<file path="config.mk">
export PLATFORM = sky130hd
export DESIGN_NAME = csts_front
export DESIGN_NICKNAME = d
export VERILOG_FILES = /design/src/csts_pkg.sv /design/src/csts_front.sv
export SDC_FILE = /design/constraint.sdc
export NUM_CORES = 1
export LEC_CHECK = 0
export BUFFER_PORTS_ARGS = -buffer_cell sky130_fd_sc_hd__buf_2
export CELL_PAD_IN_SITES_DETAIL_PLACEMENT = 1
export CELL_PAD_IN_SITES_GLOBAL_PLACEMENT = 1
export CORE_MARGIN = 2
export CORE_UTILIZATION = 50
export DETAILED_ROUTE_END_ITERATION = 6
export GPL_TIMING_DRIVEN = 0
export PLACE_DENSITY = 0.81
export SETUP_SLACK_MARGIN = 0.4
export SLEW_MARGIN = 20
export SYNTH_ARGS = -nofsm -noshare
export SYNTH_HDL_FRONTEND = slang
export SYNTH_SLANG_ARGS = --single-unit
</file>
<file path="constraint.sdc">
create_clock -name clk -period 6.28 [get_ports clk]
set_input_delay 0.628 -clock clk [delete_from_list [all_inputs] [get_ports clk]]
set_output_delay 0.628 -clock clk [all_outputs]
set_load 0.01 [all_outputs]
</file>
<file path="src/csts_pkg.sv">
`timescale 1ns / 1ps
`default_nettype none

package csts_pkg;

  // Field widths of the channels
  localparam int OPCODE_W   = 1;
  localparam int SLOT_W     = 10;
  localparam int INDEX_W    = 8;
  localparam int ELEM_BITS  = 16;
  localparam int CFG_IDX_W  = 2;
  localparam int CFG_DATA_W = 11;
  localparam int DIM_REG_W  = 9;
  localparam int CNT_REG_W  = 11;
  localparam int TOPK_REG_W = 5;

  // Result magnitude width (Q1.15 plus the exact +1.0 case)
  localparam int R_W = 16;

  // Queue between front and back
  localparam int FQ_DEPTH = 4;
  localparam int FQ_AW    = 2;

  // Opcodes
  localparam logic [OPCODE_W-1:0] OP_STORE = 1'b0;
  localparam logic [OPCODE_W-1:0] OP_QUERY = 1'b1;

  // Configuration register indexes
  localparam logic [CFG_IDX_W-1:0] CFG_DIMENSION   = 2'd0;
  localparam logic [CFG_IDX_W-1:0] CFG_ENTRY_COUNT = 2'd1;
  localparam logic [CFG_IDX_W-1:0] CFG_TOP_K       = 2'd2;

  // What the back has to do with a queued item
  typedef struct packed {
    logic wr_entry;
    logic wr_query;
    logic trigger;
  } csts_kind_t;

endpackage

`default_nettype wire

</file>
<file path="src/csts_front.sv">
`timescale 1ns / 1ps
`default_nettype none

module csts_front import csts_pkg::*; #(
  parameter int MAX_ENTRIES = 1024,
  parameter int MAX_DIM     = 256,
  parameter int MAX_TOP_K   = 16,
  localparam int EA_W  = ($clog2(MAX_ENTRIES * MAX_DIM) < 1) ? 1 : $clog2(MAX_ENTRIES * MAX_DIM),
  localparam int QA_W  = ($clog2(MAX_DIM) < 1) ? 1 : $clog2(MAX_DIM),
  localparam int CNT_W = $clog2(MAX_ENTRIES + 1),
  localparam int K_W   = $clog2(MAX_TOP_K + 1)
) (
  input  wire logic                          clk,
  input  wire logic                          rst_n,
  input  wire logic                          in_push,
  output logic                               in_full,
  input  wire logic [OPCODE_W-1:0]           in_opcode,
  input  wire logic [SLOT_W-1:0]             in_entry_slot,
  input  wire logic [INDEX_W-1:0]            in_element_index,
  input  wire logic signed [ELEM_BITS-1:0]   in_element_value,
  input  wire logic                          cfg_valid,
  output logic                               cfg_ready,
  input  wire logic [CFG_IDX_W-1:0]          cfg_index,
  input  wire logic [CFG_DATA_W-1:0]         cfg_wdata,
  output logic                               item_valid,
  input  wire logic                          item_ready,
  output csts_kind_t                         item_kind,
  output logic [EA_W-1:0]                    item_eaddr,
  output logic [QA_W-1:0]                    item_qaddr,
  output logic signed [ELEM_BITS-1:0]        item_value,
  output logic [QA_W-1:0]                    dim_last,
  output logic [CNT_W-1:0]                   count_eff,
  output logic [K_W-1:0]                     k_eff
);

  logic [DIM_REG_W-1:0]  dim_r;
  logic [CNT_REG_W-1:0]  ecount_r;
  logic [TOPK_REG_W-1:0] topk_r;

  logic [31:0] dim32, dim_use32, cnt32, k32, last32, idx32, slot32, eaddr32;
  csts_kind_t  kind_c;
  logic        q_push, q_pop;

  csts_kind_t                  kind_q  [FQ_DEPTH];
  logic [EA_W-1:0]             eaddr_q [FQ_DEPTH];
  logic [QA_W-1:0]             qaddr_q [FQ_DEPTH];
  logic signed [ELEM_BITS-1:0] val_q   [FQ_DEPTH];
  logic [FQ_AW-1:0]            wp_r, rp_r;
  logic [FQ_AW:0]              fill_r;

  // Configuration registers, always ready
  assign cfg_ready = 1'b1;

  always_ff @(posedge clk) begin
    if (!rst_n) begin
      dim_r    <= DIM_REG_W'(1);
      ecount_r <= '0;
      topk_r   <= TOPK_REG_W'(1);
    end else if (cfg_valid && cfg_ready) begin
      unique case (cfg_index)
        CFG_DIMENSION:   dim_r    <= cfg_wdata[DIM_REG_W-1:0];
        CFG_ENTRY_COUNT: ecount_r <= cfg_wdata[CNT_REG_W-1:0];
        CFG_TOP_K:       topk_r   <= cfg_wdata[TOPK_REG_W-1:0];
        default: ;
      endcase
    end
  end

  // Clamped settings
  always_comb begin
    dim32     = 32'(dim_r);
    cnt32     = 32'(ecount_r);
    k32       = 32'(topk_r);
    dim_use32 = (dim32 == 32'd0) ? 32'd1 :
                ((dim32 > 32'(MAX_DIM)) ? 32'(MAX_DIM) : dim32);
    last32    = dim_use32 - 32'd1;
    if (cnt32 > 32'(MAX_ENTRIES)) cnt32 = 32'(MAX_ENTRIES);
    if (k32 > 32'(MAX_TOP_K)) k32 = 32'(MAX_TOP_K);
  end

  assign dim_last  = last32[QA_W-1:0];
  assign count_eff = cnt32[CNT_W-1:0];
  assign k_eff     = k32[K_W-1:0];

  // Classify the incoming transaction; items with no effect are dropped
  always_comb begin
    idx32           = 32'(in_element_index);
    slot32          = 32'(in_entry_slot);
    eaddr32         = slot32 * 32'(MAX_DIM) + idx32;
    kind_c.wr_entry = (in_opcode == OP_STORE) && (slot32 < 32'(MAX_ENTRIES)) &&
                      (idx32 < 32'(MAX_DIM));
    kind_c.wr_query = (in_opcode == OP_QUERY) && (idx32 < 32'(MAX_DIM));
    kind_c.trigger  = kind_c.wr_query && (idx32 == last32);
  end

  assign in_full    = (fill_r == (FQ_AW + 1)'(FQ_DEPTH));
  assign item_valid = (fill_r != '0);
  assign q_push     = in_push && !in_full && (kind_c != '0);
  assign q_pop      = item_valid && item_ready;

  // Queue storage
  always_ff @(posedge clk) begin
    if (q_push) begin
      kind_q[wp_r]  <= kind_c;
      eaddr_q[wp_r] <= eaddr32[EA_W-1:0];
      qaddr_q[wp_r] <= idx32[QA_W-1:0];
      val_q[wp_r]   <= in_element_value;
    end
  end

  // Queue pointers
  always_ff @(posedge clk) begin
    if (!rst_n) begin
      wp_r   <= '0;
      rp_r   <= '0;
      fill_r <= '0;
    end else begin
      if (q_push) wp_r <= wp_r + 1'b1;
      if (q_pop)  rp_r <= rp_r + 1'b1;
      fill_r <= fill_r + (FQ_AW + 1)'(q_push) - (FQ_AW + 1)'(q_pop);
    end
  end

  assign item_kind  = kind_q[rp_r];
  assign item_eaddr = eaddr_q[rp_r];
  assign item_qaddr = qaddr_q[rp_r];
  assign item_value = val_q[rp_r];

endmodule

`default_nettype wire

</file>
==> flow_summary.toml <==
[status]
status = "finished, final reports clean"

[cts]
cts.repair.resized = 0
insertion_delay_ns = 0.44
clk_pin_slew_worst_paths_ns = 0.06
clock_sinks = 182
h-tree-depth = 4
cts-hold-fix-buffers = 0
cts_tree = "yes"
numCtsBuffers = 17
cts_setup_buffers = 0
root_buffer = "clkbuf_16"
clockBufferDepth = 2

[layout]
drive_above_1_share_pct = 36.2
fin_nets = 630
layout_commonest_cell = "edfxtp_1"
syn_to_final_growth_pct = 19.9
final_core_util_pct = 60.7
layout_common_cells = "edfxtp_1, buf_2, mux4_2, dfxtp_1, nor2b_1"
n_antenna_cell = 0
stdcell_area_um2 = 8760

[timing]
period_minus_slack_ns = 3.90
report.final.hold_viol_count = 0
slew_headroom_pct = 52.0
setup_viol_count_final = 0
fin_skew_ns = 0.0101
fin_setup_tns_ns = 0
final.period_utilization_pct = 62.1
fin_hold_ws_ns = 0.414
slew_viol_final = 0
fmax_ghz = 0.256
tightest_slew_ns = 0.720
rsz0062_at_grt = "no"

[setup_path]
r2r_cells = 10
path_class = "flip-flop to primary output"
cp-end-kind = "primary output"
worstPathArrival_ns = 3.27
start_kind = "flip-flop"
r2r_start = "dim_r[3]"
crit_fanout = 9
timing.rr.end = "kind_q[0][0]"
cpMaxStageDelayCell = "or4_1"
path_cells = "clkbuf_1, or4_1, nor4_1, o21bai_1, ha_1, nor3b_1, o311ai_0, buf_2"
worstSetupStartpoint = "dim_r[3]"
reg2reg_slack_ns = 2.43
critPathMaxStageDelay_ns = 0.61
required_ns = 5.65

[min_path]
hp-start = "in_entry_slot[4]"
holdPathStages = 1
hold_path_end = "eaddr_q[3][12]"
hp-class = "input port to flip-flop"

[routing]
wirelength_mm = 16.2
wl_per_cell_um = 21.3
dr.first_iter.drc_count = 308
ant_nets = 0
drc = 0
drtPass1Iterations = 4
viasPerCell = 5.48
via_count = 4188

[pwr]
design_power_total_w = 0.00325
power.density_nw_per_um2 = 371
peakVddDrop_mv = 0.195
leakagePower_nw = 3.17

[placement]
dpl-instance-area_um2 = 8240
gp_congestion = 0.809
dp_hpwl_mm = 11.0
io_buffers = 123

[grt]
grt_pass1_wl_mm = 25.8
grt_max_degree = 27
grt_use_total_pct = 22.1
grt-ovfl-total = 0
antenna_found_initial = 0
grt_pass1_vias = 4647

[flow_run]
maxCapViolCount = 0

[yosys]
synth-simple-area-share_pct = 7.81
synth.cell_area_um2 = 7310
synth_fa_ha_area_share_pct = 1.47
synth-seq-cells = 182
synthXorXnorAreaFrac_pct = 1.56
yosysSeqAreaShare_pct = 70.1
syn_inst = 423
synth-compound-area-share_pct = 2.72
synth.distinct_cells = 45
synthFlopType = "edfxtp_1"
synth_mux_area_share_pct = 13.6
synth_warnings = 0
async_flop_share_pct = 0
synth_area_per_cell_um2 = 17.3
synth_top_family_by_area = "multiplexers"
syn_nets = 484
synth_edf_count = 148

[die]
io_pins = 125
die_x_um = 125
rows = 44
die_y_um = 125
initial_core_util_pct = 50.7
core_area_um2 = 14400
die_area_um2 = 15600
[cells by family (layout without fill, tap and decap cells)]
logic type / Yosys count / in the layout
other: 1 / 1
multiplexers: 53 / 53
adder cells (fa/ha/maj): 8 / 8
XOR/XNOR: 13 / 13
flip-flops: 182 / 182
AO/OA/AOI/OAI: 25 / 25
buffers and inverters: 40 / 197
AND/OR/NAND/NOR: 101 / 101
[per-layer routing]
metal / wire (µm) / up-vias / part of all wire (%) / global-route usage [%]
li1: - / 1902 / - / -
met1: 6220 / 2100 / 38 / 25.0
met2: 8640 / 156 / 53 / 39.3
met3: 987 / 30 / 6.1 / 6.74
met4: 395 / 0 / 2.4 / 8.63
met5: 0 / - / 0 / 0
[state kept, by name, summed over array words and instances (netlist names), named ones only]
register / count
dim_r: 9
eaddr_q: 72
ecount_r: 11
fill_r: 3
kind_q: 12
rp_r: 2
topk_r: 5
val_q: 64
wp_r: 2
[synth_stat cells (3+ instances only)]
cell type / number / share of area (%)
xor2_1: 5 / 0.60
mux2i_1: 16 / 2.2
nand2_1: 29 / 1.5
ha_1: 7 / 1.2
buf_4: 9 / 0.92
buf_2: 4 / 0.27
nor2_1: 5 / 0.26
mux4_2: 37 / 11
and2_1: 11 / 0.94
inv_1: 8 / 0.41
dfxtp_1: 34 / 9.3
nor4_1: 3 / 0.26
clkbuf_1: 16 / 0.82
nor3b_1: 3 / 0.31
xnor2_1: 8 / 0.96
edfxtp_1: 148 / 61
a21boi_0: 11 / 1.1
nor2b_1: 31 / 2.7
or4_1: 4 / 0.41
nor3_1: 4 / 0.27
[through the flow]
| stage | instances | setup WS, ns |
|---|---|---|
| after global routing | 764 | 2.13 |
| final | 764 | 2.38 |
| after detailed placement | 734 | 2.49 |
| after floorplan | 423 | 2.81 |
| after global placement | 730 | 2.64 |
| after CTS | 764 | 2.40 |
[how the worst max path moves through the flow]
stage / slack [ns] / depth (start not counted) / end
final: 2.38 / 8 / dim_last[4]
after global routing: 2.13 / 10 / kind_q[0][0]
after CTS: 2.40 / 8 / dim_last[4]
after detailed placement: 2.49 / 10 / kind_q[0][0]
after global placement: 2.64 / 10 / kind_q[0][0]
after floorplan: 2.81 / 10 / kind_q[0][0]
[report_power, final]
part	total [W]	internal, W	switching [W]
Clock	0.000963	0.000536	0.000427
Sequential	0.00149	0.00144	0.0000443
Combinational	0.000799	0.000387	0.000412
[worst max-delay path, delay by kind of cell (launching register included)]
| family | cells | cell delay (ns) |
|---|---|---|
| DFF | 1 | 0.29 |
| and+or+nand+nor | 3 | 1.05 |
| adders and majority gates | 1 | 0.30 |
| buffers and inverters | 2 | 0.45 |
| AOI/OAI and AO/OA | 2 | 0.75 |
[area by class of cell]
class                      count  area, µm²
fill                        1378       5660
sequential                   182       5120
multi-input combinational    201       1990
timing repair buffer         127        696
clock buffer                  20        437
tap                          184        230
buffer                        32        166
clock inverter                10       85.1
inverter                       8       30.0
Power figures use the tool's default switching activity.
